<file path="src/hw/rtl/tfhs_pkg.sv">
// shared types and constants of the tcp funnel header stripper
`default_nettype none
package tfhs_pkg;

  localparam int HEADER_BEATS = 39;
  localparam int STRIP_BYTES  = 20;
  localparam int STRIP_BEATS  = STRIP_BYTES / 2;
  localparam int IDX_W        = $clog2(HEADER_BEATS + 1);

  localparam logic [15:0] ETHERTYPE_IPV4 = 16'h0800;
  localparam logic [7:0]  PROTO_TCP      = 8'd6;
  localparam logic [7:0]  PROTO_UDP      = 8'd17;

  // beat positions inside the header buffer
  localparam logic [IDX_W-1:0] BEAT_ETYPE = IDX_W'(6);
  localparam logic [IDX_W-1:0] BEAT_VIHL  = IDX_W'(7);
  localparam logic [IDX_W-1:0] BEAT_TOT   = IDX_W'(8);
  localparam logic [IDX_W-1:0] BEAT_PROTO = IDX_W'(11);
  localparam logic [IDX_W-1:0] BEAT_CSUM  = IDX_W'(12);
  localparam logic [IDX_W-1:0] BEAT_LAST_IP = IDX_W'(16);

  // configuration register indexes
  localparam logic [1:0] CFG_DST_PORT    = 2'd0;
  localparam logic [1:0] CFG_SRC_PORT    = 2'd1;
  localparam logic [1:0] CFG_INNER_PROTO = 2'd2;

  typedef enum logic [1:0] {
    VERDICT_PASS  = 2'd0,
    VERDICT_UNFUN = 2'd1,
    VERDICT_DROP  = 2'd2
  } verdict_e;

  typedef enum logic [1:0] {
    CNT_SEEN = 2'd0,   // all beats buffered so far
    CNT_HDR  = 2'd1,   // ethernet and ip header only
    CNT_ALL  = 2'd2    // header plus both port words
  } cnt_sel_e;

  typedef enum logic [2:0] {
    ST_COLLECT  = 3'd0,
    ST_STRIP    = 3'd1,
    ST_FWD      = 3'd2,
    ST_FLUSH_RD = 3'd3,
    ST_FLUSH_LD = 3'd4
  } state_e;

  typedef struct packed {
    logic     coll_acc;
    logic     strip_acc;
    logic     fwd_emit;
    logic     rewrite;
    logic     fl_start;
    logic     fl_load;
    logic     new_frame;
    cnt_sel_e cnt_sel;
    logic [1:0] fl_bytes;
    logic     fl_last;
    verdict_e fl_verdict;
  } cmd_t;

  typedef struct packed {
    logic at_etype;
    logic at_ip_end;
    logic at_ports;
    logic is_ip;
    logic hdr_ok;
    logic ports_match;
    logic tot_short;
    logic strip_done;
    logic fl_final;
    logic fl_last;
    logic out_free;
  } status_t;

endpackage
`default_nettype wire

</file>
<file path="src/hw/rtl/tcp_funnel_header_stripper.sv">
// top level of the tcp funnel header stripper
//
//  channel   direction  handshake              contents
//  s_axis    in         tvalid/tready, tlast   tdata: [15:0] beat data, [17:16] byte count
//  m_axis    out        tvalid/tready, tlast   tdata: [15:0] data, [17:16] bytes; tuser verdict
//  cfg       in         cfg_we_i               index 0 dst port, 1 src port, 2 inner proto
//
// header words are taken one per cycle while buffering, forwarded words one per cycle, while m_axis is free
// each buffered word of a flush passes a read state and then a load state (registered memory read)
// a flush of up to 39 words follows the deciding word; no words are taken meanwhile
// reset restores register defaults; the header buffer itself is not cleared
// a stalled m_axis holds the output register and blocks s_axis
`default_nettype none
module tcp_funnel_header_stripper (
  input  wire logic        clk_i,
  input  wire logic        rst_ni,
  input  wire logic        s_axis_tvalid,
  output logic             s_axis_tready,
  input  wire logic [23:0] s_axis_tdata,   // [15:0] beat_data, [17:16] beat_bytes
  input  wire logic        s_axis_tlast,
  output logic             m_axis_tvalid,
  input  wire logic        m_axis_tready,
  output logic [23:0]      m_axis_tdata,   // [15:0] out_data, [17:16] out_bytes
  output logic [1:0]       m_axis_tuser,   // [1:0] verdict
  output logic             m_axis_tlast,
  input  wire logic        cfg_we_i,
  input  wire logic [1:0]  cfg_index_i,
  input  wire logic [15:0] cfg_data_i
);

  tfhs_pkg::cmd_t    cmd;
  tfhs_pkg::status_t status;
  logic [15:0] out_data;
  logic [1:0]  out_bytes;

  tfhs_ctrl u_ctrl (
    .clk_i      (clk_i),
    .rst_ni     (rst_ni),
    .in_valid_i (s_axis_tvalid),
    .in_bytes_i (s_axis_tdata[17:16]),
    .in_last_i  (s_axis_tlast),
    .in_ready_o (s_axis_tready),
    .status_i   (status),
    .cmd_o      (cmd)
  );

  tfhs_datapath u_dp (
    .clk_i         (clk_i),
    .rst_ni        (rst_ni),
    .cmd_i         (cmd),
    .status_o      (status),
    .in_data_i     (s_axis_tdata[15:0]),
    .in_bytes_i    (s_axis_tdata[17:16]),
    .in_last_i     (s_axis_tlast),
    .cfg_we_i      (cfg_we_i),
    .cfg_index_i   (cfg_index_i),
    .cfg_data_i    (cfg_data_i),
    .out_ready_i   (m_axis_tready),
    .out_valid_o   (m_axis_tvalid),
    .out_data_o    (out_data),
    .out_bytes_o   (out_bytes),
    .out_last_o    (m_axis_tlast),
    .out_verdict_o (m_axis_tuser)
  );

  assign m_axis_tdata = {6'b0, out_bytes, out_data};

endmodule
`default_nettype wire

</file>
<file path="src/hw/rtl/tfhs_datapath.sv">
// datapath: header buffer, field captures, checksum update and output word register
`default_nettype none
module tfhs_datapath (
  input  wire logic               clk_i,
  input  wire logic               rst_ni,
  input  wire tfhs_pkg::cmd_t     cmd_i,
  output tfhs_pkg::status_t       status_o,
  input  wire logic [15:0]        in_data_i,
  input  wire logic [1:0]         in_bytes_i,
  input  wire logic               in_last_i,
  input  wire logic               cfg_we_i,
  input  wire logic [1:0]         cfg_index_i,
  input  wire logic [15:0]        cfg_data_i,
  input  wire logic               out_ready_i,
  output logic                    out_valid_o,
  output logic [15:0]             out_data_o,
  output logic [1:0]              out_bytes_o,
  output logic                    out_last_o,
  output logic [1:0]              out_verdict_o
);

  localparam int IW = tfhs_pkg::IDX_W;

  logic [15:0] mem [tfhs_pkg::HEADER_BEATS];
  logic [15:0] rdata_q;

  logic [15:0] dst_cfg_q, src_cfg_q;
  logic [7:0]  proto_cfg_q;

  logic [IW-1:0] idx_q, fl_addr_q, fl_cnt_q, fl_cnt_d;
  logic [3:0]    ihl_q;
  logic [15:0]   tot_q, newtot_q, pw_q, newpw_q, csum_q, prev_q;
  logic [17:0]   pre_q;
  logic          rewrite_q;
  logic [3:0]    strip_q;
  logic [1:0]    fl_bytes_q;
  logic          fl_last_q;
  tfhs_pkg::verdict_e fl_verdict_q, fwd_verdict_q;

  logic          out_valid_q, out_last_q;
  logic [15:0]   out_data_q;
  logic [1:0]    out_bytes_q, nb;
  tfhs_pkg::verdict_e out_verdict_q;

  logic [6:0]    ports_pos;
  logic [18:0]   sum;
  logic [16:0]   fold1;
  logic [15:0]   fold2, newpw, subst;
  logic          fl_final;

  assign nb        = (in_last_i && in_bytes_i == 2'd1) ? 2'd1 : 2'd2;
  assign ports_pos = 7'd8 + {2'b0, ihl_q, 1'b0};
  assign newpw     = {pw_q[15:8], proto_cfg_q};
  assign sum       = {1'b0, pre_q} + {3'b0, newpw};
  assign fold1     = {1'b0, sum[15:0]} + {14'b0, sum[18:16]};
  assign fold2     = fold1[15:0] + {15'b0, fold1[16]};
  assign fl_final  = (fl_addr_q == fl_cnt_q - IW'(1));

  always_comb begin
    unique case (cmd_i.cnt_sel)
      tfhs_pkg::CNT_HDR: fl_cnt_d = IW'(7) + {1'b0, ihl_q, 1'b0};
      tfhs_pkg::CNT_ALL: fl_cnt_d = IW'(9) + {1'b0, ihl_q, 1'b0};
      default:           fl_cnt_d = idx_q + IW'(1);
    endcase
  end

  // rewritten ip fields replace the buffered ones on the way out
  always_comb begin
    subst = rdata_q;
    if (rewrite_q) begin
      if (fl_addr_q == tfhs_pkg::BEAT_TOT)   subst = newtot_q;
      if (fl_addr_q == tfhs_pkg::BEAT_PROTO) subst = newpw_q;
      if (fl_addr_q == tfhs_pkg::BEAT_CSUM)  subst = csum_q;
    end
  end

  always_comb begin
    status_o.at_etype    = (idx_q == tfhs_pkg::BEAT_ETYPE);
    status_o.at_ip_end   = (idx_q == tfhs_pkg::BEAT_LAST_IP);
    status_o.at_ports    = (idx_q > tfhs_pkg::BEAT_LAST_IP) && ({1'b0, idx_q} == ports_pos);
    status_o.is_ip       = (in_data_i == tfhs_pkg::ETHERTYPE_IPV4);
    status_o.hdr_ok      = (pw_q[7:0] == tfhs_pkg::PROTO_TCP) && (ihl_q >= 4'd5)
                           && (ports_pos < 7'(tfhs_pkg::HEADER_BEATS));
    status_o.ports_match = (in_data_i == dst_cfg_q) && (prev_q == src_cfg_q);
    status_o.tot_short   = tot_q < ({10'b0, ihl_q, 2'b0} + 16'(tfhs_pkg::STRIP_BYTES));
    status_o.strip_done  = (strip_q <= 4'd1);
    status_o.fl_final    = fl_final;
    status_o.fl_last     = fl_last_q;
    status_o.out_free    = !out_valid_q || out_ready_i;
  end

  always_ff @(posedge clk_i) begin
    if (cmd_i.coll_acc) begin
      mem[idx_q] <= in_data_i;
    end
    rdata_q <= mem[fl_addr_q];
  end

  // captured fields, no reset needed
  always_ff @(posedge clk_i) begin
    if (cmd_i.coll_acc) begin
      prev_q <= in_data_i;
      if (idx_q == tfhs_pkg::BEAT_TOT) begin
        tot_q    <= in_data_i;
        newtot_q <= in_data_i - 16'(tfhs_pkg::STRIP_BYTES);
      end
      if (idx_q == tfhs_pkg::BEAT_PROTO) pw_q <= in_data_i;
      if (idx_q == tfhs_pkg::BEAT_CSUM) begin
        pre_q <= {2'b0, ~in_data_i} + {2'b0, ~tot_q} + {2'b0, newtot_q} + {2'b0, ~pw_q};
      end
    end
    if (cmd_i.rewrite) begin
      newpw_q <= newpw;
      csum_q  <= ~fold2;
    end
    if (cmd_i.fl_start) begin
      fl_cnt_q   <= fl_cnt_d;
      fl_bytes_q <= cmd_i.fl_bytes;
      fl_verdict_q <= cmd_i.fl_verdict;
    end
    if (cmd_i.fwd_emit) begin
      out_data_q    <= in_data_i;
      out_bytes_q   <= nb;
      out_last_q    <= in_last_i;
      out_verdict_q <= in_last_i ? fwd_verdict_q : tfhs_pkg::VERDICT_PASS;
    end else if (cmd_i.fl_load) begin
      out_data_q    <= subst;
      out_bytes_q   <= fl_final ? fl_bytes_q : 2'd2;
      out_last_q    <= fl_final && fl_last_q;
      out_verdict_q <= (fl_final && fl_last_q) ? fl_verdict_q : tfhs_pkg::VERDICT_PASS;
    end
  end

  always_ff @(posedge clk_i or negedge rst_ni) begin
    if (!rst_ni) begin
      dst_cfg_q     <= 16'd179;
      src_cfg_q     <= 16'd540;
      proto_cfg_q   <= tfhs_pkg::PROTO_UDP;
      idx_q         <= '0;
      ihl_q         <= '0;
      strip_q       <= '0;
      rewrite_q     <= 1'b0;
      fl_addr_q     <= '0;
      fl_last_q     <= 1'b0;
      fwd_verdict_q <= tfhs_pkg::VERDICT_PASS;
      out_valid_q   <= 1'b0;
    end else begin
      if (cfg_we_i) begin
        unique case (cfg_index_i)
          tfhs_pkg::CFG_DST_PORT:    dst_cfg_q   <= cfg_data_i;
          tfhs_pkg::CFG_SRC_PORT:    src_cfg_q   <= cfg_data_i;
          tfhs_pkg::CFG_INNER_PROTO: proto_cfg_q <= cfg_data_i[7:0];
          default: ;
        endcase
      end
      if (cmd_i.coll_acc) begin
        idx_q <= idx_q + IW'(1);
        if (idx_q == tfhs_pkg::BEAT_VIHL) ihl_q <= in_data_i[11:8];
      end
      if (cmd_i.rewrite) begin
        rewrite_q <= 1'b1;
        strip_q   <= 4'(tfhs_pkg::STRIP_BEATS - 2);
      end
      if (cmd_i.strip_acc && strip_q != 4'd0) strip_q <= strip_q - 4'd1;
      if (cmd_i.fl_start) begin
        fl_addr_q     <= '0;
        fl_last_q     <= cmd_i.fl_last;
        fwd_verdict_q <= cmd_i.fl_verdict;
      end else if (cmd_i.fl_load) begin
        fl_addr_q <= fl_addr_q + IW'(1);
      end
      if (cmd_i.new_frame) begin
        idx_q     <= '0;
        ihl_q     <= '0;
        strip_q   <= '0;
        rewrite_q <= 1'b0;
      end
      if (cmd_i.fwd_emit || cmd_i.fl_load) out_valid_q <= 1'b1;
      else if (out_ready_i)                out_valid_q <= 1'b0;
    end
  end

  assign out_valid_o   = out_valid_q;
  assign out_data_o    = out_data_q;
  assign out_bytes_o   = out_bytes_q;
  assign out_last_o    = out_last_q;
  assign out_verdict_o = out_verdict_q;

endmodule
`default_nettype wire

</file>
<file path="src/hw/rtl/tfhs_ctrl.sv">
// controller: frame state machine deciding what each word does
`default_nettype none
module tfhs_ctrl (
  input  wire logic               clk_i,
  input  wire logic               rst_ni,
  input  wire logic               in_valid_i,
  input  wire logic [1:0]         in_bytes_i,
  input  wire logic               in_last_i,
  output logic                    in_ready_o,
  input  wire tfhs_pkg::status_t  status_i,
  output tfhs_pkg::cmd_t          cmd_o
);

  tfhs_pkg::state_e state_q, state_d;
  logic acc, partial;
  logic [1:0] nb;

  assign in_ready_o = (state_q == tfhs_pkg::ST_COLLECT || state_q == tfhs_pkg::ST_STRIP
                       || state_q == tfhs_pkg::ST_FWD) && status_i.out_free;
  assign acc     = in_valid_i && in_ready_o;
  assign partial = in_last_i && in_bytes_i == 2'd1;
  assign nb      = partial ? 2'd1 : 2'd2;

  // outputs
  always_comb begin
    cmd_o = '0;
    cmd_o.cnt_sel    = tfhs_pkg::CNT_SEEN;
    cmd_o.fl_verdict = tfhs_pkg::VERDICT_PASS;
    cmd_o.fl_bytes   = nb;
    cmd_o.fl_last    = in_last_i;
    unique case (state_q)
      tfhs_pkg::ST_COLLECT: begin
        if (acc) begin
          cmd_o.coll_acc = 1'b1;
          if (status_i.at_etype && !partial && !status_i.is_ip) begin
            cmd_o.fl_start = 1'b1;
          end else if (status_i.at_ip_end && !partial && !status_i.hdr_ok) begin
            cmd_o.fl_start = 1'b1;
          end else if (status_i.at_ports && !partial) begin
            if (!status_i.ports_match) begin
              cmd_o.fl_start = 1'b1;
            end else if (status_i.tot_short) begin
              cmd_o.fl_start   = 1'b1;
              cmd_o.fl_verdict = tfhs_pkg::VERDICT_DROP;
            end else begin
              cmd_o.rewrite = 1'b1;
              if (in_last_i) begin
                cmd_o.fl_start   = 1'b1;
                cmd_o.fl_bytes   = 2'd2;
                cmd_o.fl_verdict = tfhs_pkg::VERDICT_DROP;
              end
            end
          end else if (in_last_i) begin
            cmd_o.fl_start   = 1'b1;
            cmd_o.fl_verdict = tfhs_pkg::VERDICT_DROP;
          end
        end
      end
      tfhs_pkg::ST_STRIP: begin
        if (acc) begin
          cmd_o.strip_acc = 1'b1;
          cmd_o.fl_bytes  = 2'd2;
          if (status_i.strip_done && !partial) begin
            cmd_o.fl_start   = 1'b1;
            cmd_o.cnt_sel    = tfhs_pkg::CNT_HDR;
            cmd_o.fl_verdict = tfhs_pkg::VERDICT_UNFUN;
          end else if (in_last_i) begin
            cmd_o.fl_start   = 1'b1;
            cmd_o.cnt_sel    = tfhs_pkg::CNT_ALL;
            cmd_o.fl_verdict = tfhs_pkg::VERDICT_DROP;
          end
        end
      end
      tfhs_pkg::ST_FWD: begin
        if (acc) begin
          cmd_o.fwd_emit  = 1'b1;
          cmd_o.new_frame = in_last_i;
        end
      end
      tfhs_pkg::ST_FLUSH_LD: begin
        if (status_i.out_free) begin
          cmd_o.fl_load   = 1'b1;
          cmd_o.new_frame = status_i.fl_final && status_i.fl_last;
        end
      end
      default: ;
    endcase
  end

  // next state
  always_comb begin
    state_d = state_q;
    unique case (state_q)
      tfhs_pkg::ST_COLLECT: begin
        if (cmd_o.fl_start)     state_d = tfhs_pkg::ST_FLUSH_RD;
        else if (cmd_o.rewrite) state_d = tfhs_pkg::ST_STRIP;
      end
      tfhs_pkg::ST_STRIP: begin
        if (cmd_o.fl_start) state_d = tfhs_pkg::ST_FLUSH_RD;
      end
      tfhs_pkg::ST_FWD: begin
        if (acc && in_last_i) state_d = tfhs_pkg::ST_COLLECT;
      end
      tfhs_pkg::ST_FLUSH_RD: state_d = tfhs_pkg::ST_FLUSH_LD;
      tfhs_pkg::ST_FLUSH_LD: begin
        if (status_i.out_free) begin
          if (!status_i.fl_final)    state_d = tfhs_pkg::ST_FLUSH_RD;
          else if (status_i.fl_last) state_d = tfhs_pkg::ST_COLLECT;
          else                       state_d = tfhs_pkg::ST_FWD;
        end
      end
      default: state_d = tfhs_pkg::ST_COLLECT;
    endcase
  end

  always_ff @(posedge clk_i or negedge rst_ni) begin
    if (!rst_ni) begin
      state_q <= tfhs_pkg::ST_COLLECT;
    end else begin
      state_q <= state_d;
    end
  end

`ifndef SYNTHESIS
  a_flush_stall_holds: assert property (@(posedge clk_i) disable iff (!rst_ni)
    (state_q == tfhs_pkg::ST_FLUSH_LD && !status_i.out_free)
      |=> state_q == tfhs_pkg::ST_FLUSH_LD)
    else $error("flush left while output stalled");
  a_flush_starts_read: assert property (@(posedge clk_i) disable iff (!rst_ni)
    cmd_o.fl_start |=> state_q == tfhs_pkg::ST_FLUSH_RD)
    else $error("flush start did not enter read");
  a_rewrite_in_collect: assert property (@(posedge clk_i) disable iff (!rst_ni)
    cmd_o.rewrite |-> state_q == tfhs_pkg::ST_COLLECT && acc)
    else $error("rewrite outside header collection");
  a_no_accept_in_flush: assert property (@(posedge clk_i) disable iff (!rst_ni)
    (state_q == tfhs_pkg::ST_FLUSH_RD || state_q == tfhs_pkg::ST_FLUSH_LD) |-> !in_ready_o)
    else $error("word accepted during flush");
`endif

endmodule
`default_nettype wire

</file>
<file path="config.mk">
export PLATFORM = sky130hd
export DESIGN_NAME = tcp_funnel_header_stripper
export DESIGN_NICKNAME = d
export VERILOG_FILES = /design/src/hw/rtl/tfhs_pkg.sv /design/src/hw/rtl/tcp_funnel_header_stripper.sv /design/src/hw/rtl/tfhs_datapath.sv /design/src/hw/rtl/tfhs_ctrl.sv
export SDC_FILE = /design/constraint.sdc
export NUM_CORES = 1
export LEC_CHECK = 0
export ABC_AREA = 1
export BUFFER_PORTS_ARGS = -buffer_cell sky130_fd_sc_hd__buf_2
export CORE_MARGIN = 2
export CORE_UTILIZATION = 29
export CTS_BUF_LIST = sky130_fd_sc_hd__clkbuf_8
export DETAILED_ROUTE_END_ITERATION = 10
export GPL_TIMING_DRIVEN = 1
export PLACE_DENSITY_LB_ADDON = 0.25
export SLEW_MARGIN = 20
export SYNTH_ARGS = -nofsm -noshare
export SYNTH_HDL_FRONTEND = slang
export SYNTH_SLANG_ARGS = --single-unit
</file>
<file path="constraint.sdc">
create_clock -name clk_i -period 8.4 [get_ports clk_i]
set_input_delay 0.84 -clock clk_i [delete_from_list [all_inputs] [get_ports clk_i]]
set_output_delay 0.84 -clock clk_i [all_outputs]
set_load 0.02 [all_outputs]
</file>
==> results of run 1 <==
[layer usage]
| layer | share of wire [%] | up-vias | track usage, % |
|---|---|---|---|
| met5 | 0.012 | - | 0 |
| met4 | 2.0 | 2 | 4.97 |
| met3 | 6.4 | 131 | 3.26 |
| met2 | 45 | 770 | 25.9 |
| met1 | 47 | 12790 | 24.0 |
| li1 | - | 12131 | - |
[per-stage QoR]
stage | total power, uW | utilization, % | hold slack (ns) | setup WS, ns | cell area [um^2]
global route | 12300 | 33.2 | 0.280 | 1.96 | 43000
global placement | 8310 | 31.2 | 0.486 | 2.30 | 40400
CTS | 11800 | 33.2 | 0.203 | 2.37 | 43000
finish | 11600 | 33.2 | 0.293 | 2.48 | 43000
detailed placement | 8320 | 31.2 | 0.494 | 2.26 | 40400
floorplan | 7140 | - | 0.451 | 3.51 | 37800
[worst max-delay path, delay by kind of cell (launching register included)]
family	cells	cell delay, ns
adder cells (fa/ha/maj)	6	1.61
AND/OR/NAND/NOR	27	2.94
buffers and inverters	2	0.19
XOR/XNOR	1	0.33
flip-flops	1	0.55
[how the worst max path moves through the flow]
stage                                    startpoint                    endpoint  slack, ns  cells past startpoint
floorplan                             m_axis_tready  u_dp.newtot_q[0]$_DFFE_PP_       3.51                      7
global placement                    s_axis_tdata[1]    u_dp.pre_q[14]$_DFFE_PP_       2.30                     20
detailed placement                  s_axis_tdata[1]    u_dp.pre_q[14]$_DFFE_PP_       2.26                     20
CTS                 u_dp.proto_cfg_q[0]$_DFFE_PN1P_   u_dp.csum_q[14]$_DFFE_PP_       2.37                     36
global route                 u_dp.pw_q[8]$_DFFE_PP_   u_dp.csum_q[14]$_DFFE_PP_       1.96                     37
finish              u_dp.proto_cfg_q[0]$_DFFE_PN1P_   u_dp.csum_q[14]$_DFFE_PP_       2.48                     36
[synth_stat cells (all sizes together) (7+ instances only)]
master	number	area share (%)
o22ai	106	1.8
edfxtp	767	61
o21ai	414	5.5
xor2	59	1.4
a21oi	119	1.6
ha	75	2.5
inv	230	2.3
buf	25	0.37
nand4	24	0.40
a22o	7	0.16
clkbuf	133	1.3
a22oi	13	0.26
dfrtp	57	3.8
a31oi	9	0.15
nor2	466	4.8
o211ai	45	0.89
nand2	443	4.5
fa	19	1.0
o221ai	46	1.1
xnor2	30	0.69
nor3	24	0.32
nand3	121	1.8
dfxtp	16	0.85
dfstp	11	0.76
[where the power goes]
group	switching, uW	internal (uW)
clock	1730	1670
sequential	227	4920
combinational	2180	892
[final cells by class]
type | count | area, um^2
multi-input cells | 2076 | 11300
diodes | 1 | 2.50
inverters | 233 | 886
flip-flops and latches | 851 | 25100
repair buffers | 151 | 1020
clock inverters | 100 | 508
clock buffers | 148 | 2040
well taps | 1742 | 2180
fillers | 13139 | 86500
[placed cells by master, fill, tap and decap left out, types with 6 or more instances in the layout]
cell type	n
buf_2	63
xor2_1	59
o21ai_0	407
fa_1	19
a22o_1	7
a31oi_1	9
o221ai_1	46
edfxtp_1	767
nand3_1	106
dfxtp_1	16
a21oi_1	119
clkinv_2	8
dfstp_2	11
nor2_2	7
inv_1	276
inv_2	7
nand2_2	15
dfrtp_1	54
clkinv_1	27
a22oi_1	13
o21bai_1	6
xnor2_1	30
nand2_1	427
buf_4	84
nand3_2	13
o22ai_1	106
clkbuf_8	148
conb_1	6
ha_1	75
nor2_1	454
o21ai_1	6
o211ai_1	45
nand4_1	24
nor3_1	24
[registers in the layout, indices dropped and copies added, names as in the netlist, 3 cells and up]
signal and flops:
u_ctrl.state_q 3, u_dp.csum_q 16, u_dp.dst_cfg_q 16, u_dp.fl_addr_q 6
u_dp.fl_cnt_q 6, u_dp.idx_q 6, u_dp.ihl_q 4, u_dp.mem 624
u_dp.newpw_q 16, u_dp.newtot_q 16, u_dp.out_data_o 16, u_dp.pre_q 18
u_dp.prev_q 16, u_dp.proto_cfg_q 8, u_dp.pw_q 16, u_dp.rdata_q 16
u_dp.src_cfg_q 16, u_dp.strip_q 4, u_dp.tot_q 14
[logic make-up (layout without fill, tap and decap cells)]
| group | after synthesis | after routing | synth area share (%) |
|---|---|---|---|
| fa+ha+maj | 94 | 94 | 3.49 |
| buf+inv | 391 | 632 | 4.01 |
| other cells | 1 | 7 | 0.00991 |
| compound gates | 793 | 793 | 12.0 |
| flops | 851 | 851 | 66.3 |
| xor+xnor | 89 | 89 | 2.06 |
| simple gates | 1094 | 1094 | 12.1 |
==> run metrics, run 1 <==
Netlist cell types 57; WHS Path Cells 3; Resized Gates After CTS 0; Worst R2R Start u_dp.proto_cfg_q[0]$_DFFE_PN1P_; final-report hold violation count 0; CP Launch Type flop; P_leak 0.0157 uW; cts bufs inserted 141; WS Path Type reg -> reg; Syn Area/Cell 11.4 um^2; Clk Latency, worst-skew pair 0.85 ns; total clock sinks 851; crit path max fanout 5; number of I/O port buffers 64; CP Data Required Time 8.96 ns; Layout Cells excl Fill 5,302; Die W 365 um; Crit path largest cell delay 0.55 ns; max_slew headroom 30.0%; predominant post-synthesis flop cell edfxtp_1; Post-synth EDFFs 767; Vert. Die Dim 365 um; top-level port count 77; Final GP Congestion 0.839; RSZ-0062 raised after global routing no; global-route wire length before repair 165,000 um; P per Cell Area 270 mW/mm^2; Via density 4.87; Slew Limit Fails 0; Detail Route Antenna Nets 0; Setup TNS 0 ns; Seq/Total Area, Yosys 66.3%; Ys Warns 0; placed cell count 5,052; initial antenna violation count 3; fmax 169 MHz; Post-Syn Area 0.0378 mm^2; # rows 132; vias in the first global route 24,936; GRT Overall Usage 16.8%; register bit total from synthesis 851; starting density of the core 29.2%; post-CTS setup buffers 0; layout cells sized above 1 11.0%; DR WL/cell 21.3 um; CP endpoint kind flop; worst slew pin tran 1.05 ns; hold path start cfg_data_i[0]; Hold Crit Class in -> reg; CTS root buf clkbuf_8; hpwl dp 69,200 um; Synth Instances 3,313; Worst-path clk slew 0.06 ns; CTS H-Tree Depth 4; die area 0.133 mm^2; 1st-iter DRT viols 2,259; Hold Path End u_dp.dst_cfg_q[0]$_DFFE_PN1P_; TritonCTS clock tree built; max-cap viol count 0; pin count of the biggest net entering global routing 193; reg2reg end u_dp.csum_q[14]$_DFFE_PP_; status completed; post-synthesis async set-or-reset flop share 7.99%; Worst EP arrival 6.48 ns; Max IR drop VDD 0.246 mV; cell mode on critical path nand2_1; total DRC errors in the routed layout 0; DR pass1 iterations 6; Reg2Reg Depth 36; Layout Nets 3,596; final setup fails 0; reg2reg setup slack 2.48 ns; core outline area 0.129 mm^2; Worst path slowest cell dfstp_2; post-layout min period 5.92 ns; area grow syn2layout 13.7%; hold_buf cts 1; grt ovf 0; vias 25,824; final wirelength 113,000 um; Final Cycle Share 70.5%; deepest clock path buffer count 3; clock skew 0.0503 ns
Note: power is estimated with default switching activity, not from simulation.
==> run 2: changes to the inputs <==
==> constraint.sdc (replaced) <==
create_clock -name clk_i -period 5.45 [get_ports clk_i]
set_input_delay 0.545 -clock clk_i [delete_from_list [all_inputs] [get_ports clk_i]]
set_output_delay 0.545 -clock clk_i [all_outputs]
set_load 0.02 [all_outputs]
==> run 2 against run 1 <==
  * Register-to-register slack got worse by 2.1 ns
  * Wire length rose by 2.9%
  * Fmax up 16%
  * Non-clock buffer count rose by 37
  * Sequential power increased by 54%
  * Total power is 59% higher
  * Final cell count rose by 0.96%
==> run metrics, run 2 (synthesis gave the netlist of run 1 again) <==
Hold Crit Class in -> reg; Worst R2R Start u_dp.proto_cfg_q[0]$_DFFE_PN1P_; final wirelength 116,000 um; Final Util 33.8%; global-route wire length before repair 168,000 um; P per Cell Area 424 mW/mm^2; Die W 365 um; Hold Path End u_dp.proto_cfg_q[3]$_DFFE_PN0P_; pin count of the biggest net entering global routing 174; max FFs per register 624; cts bufs inserted 144; Worst EP arrival 5.67 ns; final-report hold violation count 0; Clk Latency, worst-skew pair 0.86 ns; status completed; Final GP Congestion 0.848; most frequent cells in the layout edfxtp_1 (767), nor2_1 (451), nand2_1 (421); # rows 132; worst slew pin tran 0.990 ns; largest registers u_dp.mem: 624 flops, u_dp.pre_q: 18 flops; vias 26,213; Layout Nets 3,636; reg2reg setup slack 0.36 ns; die area 0.133 mm^2; initial antenna violation count 10; starting density of the core 29.2%; WHS Path Cells 3; clock skew 0.0618 ns; Via density 4.90; hold path start cfg_data_i[3]; WS Path Type reg -> reg; max-cap viol count 0; grt ovf 0; total clock sinks 851; fmax 196 MHz; DR WL/cell 21.7 um; area grow syn2layout 15.6%; Slew Limit Fails 0; Max IR drop VDD 0.280 mV; Crit path largest cell delay 0.55 ns; number of I/O port buffers 64; hpwl dp 71,300 um; post-layout min period 5.09 ns; CP Data Required Time 6.03 ns; commonest non-fill, non-tap cell in the layout edfxtp_1; core outline area 0.129 mm^2; total DRC errors in the routed layout 0; Top reg by flops u_dp.mem; CTS H-Tree Depth 4; max_slew headroom 34.0%; final setup fails 0; CP Launch Type flop; reg2reg end u_dp.csum_q[12]$_DFFE_PP_; TritonCTS clock tree built; GRT Overall Usage 17.1%; deepest clock path buffer count 3; P_leak 0.0160 uW; top-level port count 77; Detail Route Antenna Nets 0; Worst-path clk slew 0.06 ns; cell mode on critical path nand2_1; crit path max fanout 4; Worst path slowest cell dfstp_2; Final Cycle Share 93.4%; Reg2Reg Depth 36; Vert. Die Dim 365 um; CTS root buf clkbuf_8; 1st-iter DRT viols 2,712; CP endpoint kind flop; final hold slack 0.0795 ns; layout cells sized above 1 12.6%; vias in the first global route 25,002; DR pass1 iterations 5
[run 2: changes by cell type in the layout (fill, tap and decap cells not counted), moves of 5 or more]
cell / delta
nand2_1: -6
ha_1: -10
buf_4: +20
dlygate4sd3_1: +17
clkbuf_8: +5
inv_1: -5
ha_2: +7
nand2_2: +6
bufinv_16: +5
nand3_4: +5
[run 2: final cells by class]
type	count	area [um^2]
fill	13069	85700
sequential	851	25100
multi-input combinational	2076	11400
tap	1742	2180
clock buffer	153	2110
timing repair buffer	188	1340
inverter	233	886
clock inverter	108	711
antenna	2	5.00
[run 2: power breakdown]
group | internal [uW] | switching [uW] | leakage [uW]
Clock | 2930 | 2790 | 0.00162
Combinational | 1410 | 3480 | 0.00646
Sequential | 7590 | 352 | 0.00788
Total | 11900 | 6620 | 0.0160
[run 2: how the worst max path moves through the flow]
stage                                               start                         to  slack [ns]  depth (start not counted)
final                     u_dp.proto_cfg_q[0]$_DFFE_PN1P_  u_dp.csum_q[12]$_DFFE_PP_        0.36                         36
after global routing      u_dp.proto_cfg_q[0]$_DFFE_PN1P_  u_dp.csum_q[12]$_DFFE_PP_       -0.07                         36
after CTS                          u_dp.pw_q[8]$_DFFE_PP_  u_dp.csum_q[14]$_DFFE_PP_        0.14                         37
after detailed placement           u_dp.pw_q[8]$_DFFE_PP_  u_dp.csum_q[14]$_DFFE_PP_        0.20                         37
after global placement             u_dp.pw_q[8]$_DFFE_PP_  u_dp.csum_q[14]$_DFFE_PP_        0.11                         37
after floorplan           u_dp.proto_cfg_q[0]$_DFFE_PN1P_  u_dp.csum_q[14]$_DFFE_PP_        0.82                         36
[run 2: repair_timing]
item                                    in CTS  in global routing
endpoints found under the setup margin       0                  7
resized for setup                            0                 38
buffers inserted                             0                 12
hold buffers                                18                  0
endpoints found under the hold margin       94                  0
[run 2: routing by layer]
layer  routed length [um]  vias up  global-route usage (%)
li1                     -    12205                       -
met1                54400    12968                    25.0
met2                51000      868                    25.7
met3                 8450      168                    3.56
met4                 2320        4                    4.78
met5                   27        -                       0
[run 2: worst max-delay path: cells and delay by family (launching register included)]
family	cells	cell delay, ns
and+or+nand+nor	26	2.50
adders and majority gates	6	1.39
DFF	1	0.55
xor gates and xnor gates	1	0.16
buffers and inverters	2	0.13
AOI/OAI and AO/OA	1	0.06
[run 2: stage by stage]
step	setup TNS, ns	setup slack [ns]	total power [uW]	cell area [um^2]	instances
after floorplan	0	0.823	11000	37800	3318
after global placement	0	0.108	12900	40500	5060
after detailed placement	0	0.204	12900	40500	5060
after CTS	0	0.144	18600	43500	5339
after global routing	-0.135	-0.0726	19500	43700	5352
final	0	0.360	18500	43700	5353
